[src/fsne_pkg.sv]
package fsne_pkg;

	localparam int BaseLen = 8;
	localparam int ExtLen  = 3;

	localparam logic [7:0] NulChar   = 8'h00;
	localparam logic [7:0] DotChar   = 8'h2E;
	localparam logic [7:0] SpaceChar = 8'h20;
	localparam logic [7:0] LowerA    = 8'h61;
	localparam logic [7:0] LowerZ    = 8'h7A;
	localparam logic [7:0] CaseDelta = 8'h20;

	// one byte step handed to the name accumulator
	typedef struct packed {
		logic       take;
		logic [7:0] code;
	} step_t;

	// finished 8.3 name, first byte of each part in the top bits
	typedef struct packed {
		logic [8*BaseLen-1:0] base;
		logic [8*ExtLen-1:0]  ext;
	} name_t;

	function automatic logic [7:0] upcase(input logic [7:0] c);
		logic [7:0] r;
		r = c;
		if (c >= LowerA && c <= LowerZ) r = c - CaseDelta;
		return r;
	endfunction

endpackage

[src/fsne_name_acc.sv]
module fsne_name_acc (
	input  logic            clk,
	input  logic            arst_n,
	input  fsne_pkg::step_t step,
	output fsne_pkg::name_t name
);

	logic [1:0] length_seen_q;
	logic       only_dots_q;
	logic       dot_found_q;
	logic [3:0] base_count_q;
	logic [1:0] ext_count_q;
	logic [7:0] base_q [fsne_pkg::BaseLen];
	logic [7:0] ext_q  [fsne_pkg::ExtLen];

	logic       is_end;
	logic       is_dot;
	logic [7:0] up_code;

	assign is_end  = (step.code == fsne_pkg::NulChar);
	assign is_dot  = (step.code == fsne_pkg::DotChar);
	assign up_code = fsne_pkg::upcase(step.code);

	always_ff @(posedge clk or negedge arst_n) begin
		if (!arst_n) begin
			length_seen_q <= '0;
			only_dots_q   <= 1'b1;
			dot_found_q   <= 1'b0;
			base_count_q  <= '0;
			ext_count_q   <= '0;
			for (int i = 0; i < fsne_pkg::BaseLen; i++) base_q[i] <= fsne_pkg::SpaceChar;
			for (int i = 0; i < fsne_pkg::ExtLen; i++) ext_q[i] <= fsne_pkg::SpaceChar;
		end else if (step.take) begin
			if (is_end) begin
				length_seen_q <= '0;
				only_dots_q   <= 1'b1;
				dot_found_q   <= 1'b0;
				base_count_q  <= '0;
				ext_count_q   <= '0;
				for (int i = 0; i < fsne_pkg::BaseLen; i++) base_q[i] <= fsne_pkg::SpaceChar;
				for (int i = 0; i < fsne_pkg::ExtLen; i++) ext_q[i] <= fsne_pkg::SpaceChar;
			end else begin
				if (length_seen_q != 2'd3) length_seen_q <= length_seen_q + 2'd1;
				if (!is_dot) only_dots_q <= 1'b0;
				if (!dot_found_q) begin
					if (is_dot) begin
						dot_found_q <= 1'b1;
					end else if (base_count_q < 4'(fsne_pkg::BaseLen)) begin
						base_q[base_count_q[2:0]] <= up_code;
						base_count_q <= base_count_q + 4'd1;
					end
				end else if (ext_count_q < 2'(fsne_pkg::ExtLen)) begin
					ext_q[ext_count_q] <= up_code;
					ext_count_q <= ext_count_q + 2'd1;
				end
			end
		end
	end

	// "." and ".." pass through as they are
	always_comb begin
		for (int i = 0; i < fsne_pkg::BaseLen; i++)
			name.base[8*(fsne_pkg::BaseLen-1-i) +: 8] = base_q[i];
		for (int i = 0; i < fsne_pkg::ExtLen; i++)
			name.ext[8*(fsne_pkg::ExtLen-1-i) +: 8] = ext_q[i];
		if (only_dots_q && length_seen_q == 2'd1) begin
			name.base = {fsne_pkg::DotChar, {(fsne_pkg::BaseLen-1){fsne_pkg::SpaceChar}}};
			name.ext  = {fsne_pkg::ExtLen{fsne_pkg::SpaceChar}};
		end else if (only_dots_q && length_seen_q == 2'd2) begin
			name.base = {fsne_pkg::DotChar, fsne_pkg::DotChar,
				{(fsne_pkg::BaseLen-2){fsne_pkg::SpaceChar}}};
			name.ext  = {fsne_pkg::ExtLen{fsne_pkg::SpaceChar}};
		end
	end

endmodule

[src/fat_short_name_encoder.sv]
// channel | handshake            | payload
// --------+----------------------+------------------------------------
// input   | in_valid / in_ready  | char_code[7:0]
// output  | out_valid / out_ready| base_field[63:0], ext_field[23:0]
//
// One byte per cycle sustained while no zero byte waits on a held result. A byte is registered in the input stage,
// then folded into the name state; a zero byte loads the result register.
// Result valid is registered and rises when its zero byte is taken from the input stage.
// arst_n clears the input stage, the result valid and the name state.
// A waiting result stalls only a terminating zero byte and the bytes behind it; name bytes keep
// flowing into the state while the result sits in the output register.
module fat_short_name_encoder (
	input  logic        clk,
	input  logic        arst_n,
	input  logic        in_valid,
	output logic        in_ready,
	input  logic [7:0]  char_code,
	output logic        out_valid,
	input  logic        out_ready,
	output logic [63:0] base_field,
	output logic [23:0] ext_field
);

	// input stage
	logic       valid_s1;
	logic [7:0] char_s1;

	// result register
	logic        out_valid_q;
	logic [63:0] base_q;
	logic [23:0] ext_q;

	fsne_pkg::step_t step;
	fsne_pkg::name_t name;

	logic end_s1;
	logic take;

	assign end_s1 = (char_s1 == fsne_pkg::NulChar);
	// a zero byte needs a free result slot; any other byte always goes
	assign take = valid_s1 && (!end_s1 || !out_valid_q || out_ready);
	assign in_ready = !valid_s1 || take;

	assign step.take = take;
	assign step.code = char_s1;

	fsne_name_acc u_acc (
		.clk    (clk),
		.arst_n (arst_n),
		.step   (step),
		.name   (name)
	);

	always_ff @(posedge clk or negedge arst_n) begin
		if (!arst_n) begin
			valid_s1 <= 1'b0;
		end else if (in_ready) begin
			valid_s1 <= in_valid;
		end
	end

	always_ff @(posedge clk) begin
		if (in_ready && in_valid) char_s1 <= char_code;
	end

	always_ff @(posedge clk or negedge arst_n) begin
		if (!arst_n) begin
			out_valid_q <= 1'b0;
		end else if (take && end_s1) begin
			out_valid_q <= 1'b1;
		end else if (out_ready) begin
			out_valid_q <= 1'b0;
		end
	end

	always_ff @(posedge clk) begin
		if (take && end_s1) begin
			base_q <= name.base;
			ext_q  <= name.ext;
		end
	end

	assign out_valid  = out_valid_q;
	assign base_field = base_q;
	assign ext_field  = ext_q;

endmodule

[config.mk]
export PLATFORM = sky130hd
export DESIGN_NAME = fat_short_name_encoder
export DESIGN_NICKNAME = d
export VERILOG_FILES = /design/src/fsne_pkg.sv /design/src/fsne_name_acc.sv /design/src/fat_short_name_encoder.sv
export SDC_FILE = /design/constraint.sdc
export NUM_CORES = 1
export LEC_CHECK = 0
export BUFFER_PORTS_ARGS = -buffer_cell sky130_fd_sc_hd__buf_2
export CAP_MARGIN = 25
export CORE_MARGIN = 2
export CORE_UTILIZATION = 25
export DETAILED_ROUTE_END_ITERATION = 12
export GPL_ROUTABILITY_DRIVEN = 1
export HOLD_SLACK_MARGIN = 0.02
export MAX_ROUTING_LAYER = met4
export PLACE_DENSITY_LB_ADDON = 0.1
export SYNTH_ARGS = -nofsm -noshare
export SYNTH_HDL_FRONTEND = slang
export SYNTH_SLANG_ARGS = --single-unit
[constraint.sdc]
create_clock -name clk -period 2.7 [get_ports clk]
set_input_delay 0.135 -clock clk [delete_from_list [all_inputs] [get_ports clk]]
set_output_delay 0.135 -clock clk [all_outputs]
set_load 0.01 [all_outputs]
---- After elaboration in Yosys (flattened, before gate mapping) ----
Index checks and enable logic that the tools add are counted.
word-level totals
  register bits after elaboration ......... 196
  bits of input ports ..................... 12
  logic and storage cells ................. 98
cells by class
  add/subtract/negate cells ............... 4
  order comparisons ....................... 8
  equality and inequality tests ........... 6
  mux-type cells .......................... 31
  bitwise logic cells ..................... 2
  reduce and logical (&&, ||, !) cells .... 25
operators with widths
  cell                                                                number
  two-way mux 64 bit                                                  4
  two-way mux 76 bit                                                  1
  two-way mux 24 bit                                                  3
  bitwise mux 64 bit                                                  1
  bitwise mux 24 bit                                                  1
  demux 8 bit (select 3 bit)                                          1
  two-way mux 8 bit                                                   3
  demux 8 bit (select 2 bit)                                          1
  two-way mux 4 bit                                                   4
  two-way mux 2 bit                                                   5
  nonzero test 2 bit                                                  5
  == test 8 x 6 -> 1 bit (second input constant)                      1
  greater-or-equal comparator 8 x 7 -> 1 bit (second input constant)  1
  less-or-equal comparator 8 x 7 -> 1 bit (second input constant)     1
  logical AND 1 bit                                                   8
  zero test 8 bit                                                     1
  subtractor 8 x 6 -> 8 bit (second input constant)                   1
  two-way mux 1 bit                                                   7
  != test 2 bit (second input constant)                               3
  adder 2 x 1 -> 2 bit (second input constant)                        2
  adder 4 x 1 -> 4 bit (second input constant)                        1
  greater-or-equal comparator 4 bit (second input constant)           1
  < comparator 4 x 1 -> 1 bit (second input constant)                 1
  < comparator 4 bit (second input constant)                          1
  other kinds (13)                                                    18

---- Logic depth before layout (Yosys ltp) ----
  depth in word-level cells ............... 10
  gate-level depth with buffers ........... 8
  mapped depth without buffers ............ 7

---- Cells and area by module ----
From an unflattened synthesis, not the netlist that was laid out.
second synthesis, totals
  cell total of the unflattened synthesis .. 589
  area total of the unflattened synthesis .. 7981.4 um^2
by module, submodules not included
  module                  instances  cells each  area an instance (um^2)  sequential area each (um^2)
  fsne_name_acc           1          480         4959.8                   2467.4
  fat_short_name_encoder  1          109         3021.6                   2932.8

---- Worst setup path after synthesis ----
OpenSTA, ideal clock, no wires.
  kind .................................... register to register
  start ................................... register char_s1[5]
  end ..................................... register u_acc.base_q[32] (netlist name)
  arrival time ............................ 2.303 ns
  data required time ...................... 2.633 ns
  slack ................................... 0.330 ns
  stages on the path, launching flop included .. 9
  buffers on the path ..................... 1
  clock period less this slack ............ 2.370 ns
  cell sequence ........................... edfxtp_1 -> or4_1 -> buf_6 -> nor2_8 -> nand3_4 -> clkinv_4 -> a31oi_2 -> nor2_2 -> a32o_1
between the ends
  word-level cells in the longest chain between the ends .. 8
RTL lines
  item                                                                                                          RTL line                      text
  start, declared                                                                                               fat_short_name_encoder.sv:26  logic [7:0] char_s1;
  start signal, assigned                                                                                        fat_short_name_encoder.sv:63  if (in_ready && in_valid) char_s1 <= char_code;
  greater-or-equal comparator 8 x 7 -> 1 bit / less-or-equal comparator 8 x 7 -> 1 bit (equally long branches)  fsne_pkg.sv:28                if (c >= LowerA && c <= LowerZ) r = c - CaseDelta;
  logical AND 1 bit                                                                                             fsne_pkg.sv:28
  two-way mux 8 bit                                                                                             fsne_pkg.sv:28
  bitwise mux 64 bit                                                                                            fsne_name_acc.sv:49           base_q[base_count_q[2:0]] <= up_code;
  two-way mux 64 bit                                                                                            fsne_name_acc.sv:48           end else if (base_count_q < 4'(fsne_pkg::BaseLen)) begin
  two-way mux 64 bit                                                                                            fsne_name_acc.sv:46           if (is_dot) begin
  two-way mux 64 bit                                                                                            fsne_name_acc.sv:45           if (!dot_found_q) begin
  two-way mux 64 bit                                                                                            fsne_name_acc.sv:34           if (is_end) begin
  end signal, assigned by index                                                                                 fsne_name_acc.sv:49
  end, declared                                                                                                 fsne_name_acc.sv:13           logic [7:0] base_q [fsne_pkg::BaseLen];
Parallel ways exist; a longest one is shown, timed or not. The select of a mux whose other input is x is not followed.
A chain may end at the register's enable or synchronous reset.

---- Worst setup path after layout ----
  start ................................... register char_s1[1]
  end ..................................... register u_acc.base_q[9] (netlist name)
Same word-level chain as after synthesis.

==> results.yml <==
run_status:
  status: "finished clean"
setup_path:
  critPathKind: "register to register"
  crit_required_ns: 3.07
  worstSetupEndpointType: "register"
  worst_setup_path_start_kind: "register"
  critPathArrivalTime_ns: 2.80
  critical_path_peak_fanout: 15
  max_stage_delay_ns: 0.56
  crit_top_cell: "sky130_fd_sc_hd__buf_4"
  worst_path_max_delay_cell: "sky130_fd_sc_hd__nor2_1"
  critical_path.cell_chain: "buf_4, nor4_1, buf_4, o21ai_1, nand3_1, nor2_1, a22o_1"
logic_synthesis:
  synth-compound-area-share_pct: 9.823
  ys_top_cells_by_area: "sky130_fd_sc_hd__edfxtp_1, sky130_fd_sc_hd__dfrtp_1, sky130_fd_sc_hd__and2_1"
  synth_nets: 664
  yosysMostFrequentCell: "sky130_fd_sc_hd__edfxtp_1"
  simple_gate_share_of_the_synthesized_area_pct: 16.80
  postSynthRegisterBits: 196
  yosysTopAreaCell: "sky130_fd_sc_hd__edfxtp_1"
  synth_area_in_xor_xnor_pct: 0.1095
  seq_area_frac_synth_pct: 67.51
  synth_warnings: 0
  synth_top_family_by_area: "simple AND/OR/NAND/NOR gates"
  yosys-mux-area-fraction_pct: 1.126
  syn_inst: 643
  post_synth_num_cell_types: 50
  yosys_most_used_dff: "sky130_fd_sc_hd__edfxtp_1"
  synth.cells.most_frequent: "sky130_fd_sc_hd__edfxtp_1, sky130_fd_sc_hd__nand2_1, sky130_fd_sc_hd__dfrtp_1, sky130_fd_sc_hd__and2_1, sky130_fd_sc_hd__o21ai_0"
  synthesis.area_per_instance_um2: 12.44
  synth_area_um2: 7999
  synth_enable_flop_cells: 96
  synthArstFlopShare_pct: 51.02
  post-synth-top-area-fraction_pct: 36.04
  synth_adder_area_share_pct: 1.408
die:
  dieArea_um2: 33440
  floorplan.die.width_um: 182.9
  std_cell_rows: 65
  floorplan.io_pins: 102
  core-area_um2: 31560
  start_util_pct: 25.35
  die_y_um: 182.9
place:
  dp_hpwl_um: 14180
  place.gp.congestion: 0.7766
  port-buffer-count: 101
sta:
  drv_slew: 0
  setup_violations: 0
  fin_tns_setup_ns: 0
  slew_headroom_pct: 35.60
  finalCritPeriodShare_pct: 89.87
  finalClockSkew_ns: 0.009060
  hold_viol: 0
  timing_worst_slew_pin_value_ns: 0.9596
  period_needed_ns: 2.427
  max_freq_mhz: 412.1
  grt_setup_unrepaired: "false"
hold_path:
  min_path_type: "input pin to register"
global_route:
  grt.overflow.total: 0
  antenna_found_initial: 0
  pin_count_of_the_biggest_net_entering_global_routing: 53
  grt_usage_pct: 13.36
  grt_pass1_vias: 5579
  grt_first_pass_wirelength_um: 32860
drt:
  routed-wl-met2_um: 9693
  highest_layer: "met4"
  viasPerCell: 4.446
  ant_nets: 0
  routed_wire_length_per_instance_um: 17.31
  dr.first_iter.drc_count: 258
  drt_first_pass_iters: 4
  met1_length_um: 9569
  dr_vias: 5264
  drt-total-wl_um: 20500
  total_length_of_routed_met3_wires_um: 848
  drcViolationCount: 0
clocking:
  cts_max_level: 4
  ctsHoldBuffers: 10
  cts_post_setup_buffers_inserted: 0
  clock-sinks: 196
  cts_root_buf: "sky130_fd_sc_hd__clkbuf_16"
  clock_tree.buffer_depth: 2
  number_of_buffers_added_by_the_clock_tree_synthesis_step: 17
  clkTransAtPathRegs_ns: 0.08
  number_of_resized_instances_in_the_post_cts_repair_step: 0
  source_to_sink_clock_delay_at_the_later_pin_of_the_worst_skew_pair_ns: 0.44
  tritoncts: "built"
layout:
  final_core_util_pct: 31.12
  final_nets: 790
  post_route_cells_drive_above_1_share_pct: 24.55
  antenna_fix_cells: 0
  area_growth_syn_to_layout_pct: 22.77
  n_fill_cell: 3216
power_and_ir_drop:
  irDropWorstVdd_uv: 420.6
  pwr_density_cell_nw_per_um2: 799.3
  leakage_nw: 3.959
run:
  maxCapViolCount: 0
logic make-up after synthesis:
logic type,count (synthesis)
compound gates,123
xor+xnor,1
fa+ha+maj,9
buf+inv,53
flops,196
mux,9
simple gates,252
area by class of cell:
class / instances / area, µm² / area share [%]
clock buffers: 17 / 425.4 / 4.332
clock inverters: 15 / 173.9 / 1.771
inverters: 14 / 57.56 / 0.5861
multi-input cells: 394 / 2352 / 23.95
flip-flops and latches: 196 / 5400 / 54.99
well taps: 402 / 503.0 / 5.122
repair buffers: 146 / 908.4 / 9.250
worst max-delay path, delay by kind of cell (launching register included):
kind            cells  cell delay [ns]
simple gates        3             0.89
buf+inv             2             0.47
compound gates      2             0.62
flops               1             0.36
path summary, 6_finish.rpt:
check	startpoint	endpoint	slack, ns	cells after the start
max in group asynchronous	arst_n	u_acc.ext_q[13]$_DFFE_PN1P_	1.64	3
hold / removal	out_ready	valid_s1$_DFFE_PN0P_	0.21	4
min in group asynchronous	arst_n	u_acc.base_q[28]$_DFFE_PN0P_	0.28	2
setup / recovery	char_s1[1]$_DFFE_PP_	u_acc.base_q[9]$_DFFE_PN0P_	0.27	7
setup reg to reg	char_s1[1]$_DFFE_PP_	u_acc.base_q[9]$_DFFE_PN0P_	0.27	7
hold reg to reg	u_acc.ext_q[23]$_DFFE_PN0P_	u_acc.ext_q[23]$_DFFE_PN0P_	0.48	2
registers in the layout, summed over array words and instances (netlist names):
register,count
u_acc.only_dots_q,1
base_field,64
char_s1,8
valid_s1,1
u_acc.ext_count_q,2
u_acc.dot_found_q,1
u_acc.ext_q,24
u_acc.base_count_q,4
out_valid,1
u_acc.length_seen_q,2
ext_field,24
u_acc.base_q,64
power breakdown:
group          leakage (nW)  internal [mW]  switching [mW]  total [mW]
logic                  1.64          0.552           0.630        1.18
clock network         0.288           1.40            1.21        2.60
registers              2.03           3.73           0.339        4.06
total                  3.96           5.67            2.18        7.85
layout by cell type, fill, tap and decap left out, types with 10 or more instances in the layout:
master                          count
sky130_fd_sc_hd__nand2b_1          16
sky130_fd_sc_hd__nand2_1           93
sky130_fd_sc_hd__dfstp_2           12
sky130_fd_sc_hd__and2_1            72
sky130_fd_sc_hd__edfxtp_1          96
sky130_fd_sc_hd__nand3_1           19
sky130_fd_sc_hd__buf_4             33
sky130_fd_sc_hd__o21ai_0           54
sky130_fd_sc_hd__dlygate4sd3_1     10
sky130_fd_sc_hd__buf_2            100
sky130_fd_sc_hd__o21ai_1           13
sky130_fd_sc_hd__dfrtp_1           88
sky130_fd_sc_hd__inv_1             13
sky130_fd_sc_hd__a21oi_1           11
sky130_fd_sc_hd__nor2_1            12
sky130_fd_sc_hd__clkbuf_16         17
metal layers:
layer | up-vias | global-route usage, %
met5 | - | -
met4 | 0 | 4.736
met3 | 20 | 2.800
met2 | 109 | 20.82
met1 | 2617 | 17.31
li1 | 2518 | -
per-stage QoR:
| step | hold slack, ns | std cells | power (mW) | setup slack (ns) | area, µm² |
|---|---|---|---|---|---|
| finish | 0.2125 | 1184 | 7.850 | 0.2735 | 9821 |
| global route | 0.1972 | 1184 | 8.322 | 0.09995 | 9821 |
| CTS | 0.1855 | 1184 | 7.979 | 0.2716 | 9821 |
| detailed placement | 0.2070 | 1142 | 5.326 | 0.2892 | 9121 |
| global placement | 0.1980 | 1142 | 5.295 | 0.2831 | 9121 |
| floorplan | -0.1606 | 643 | 4.845 | 0.3297 | 7999 |
Power figures use the tool's default switching activity.
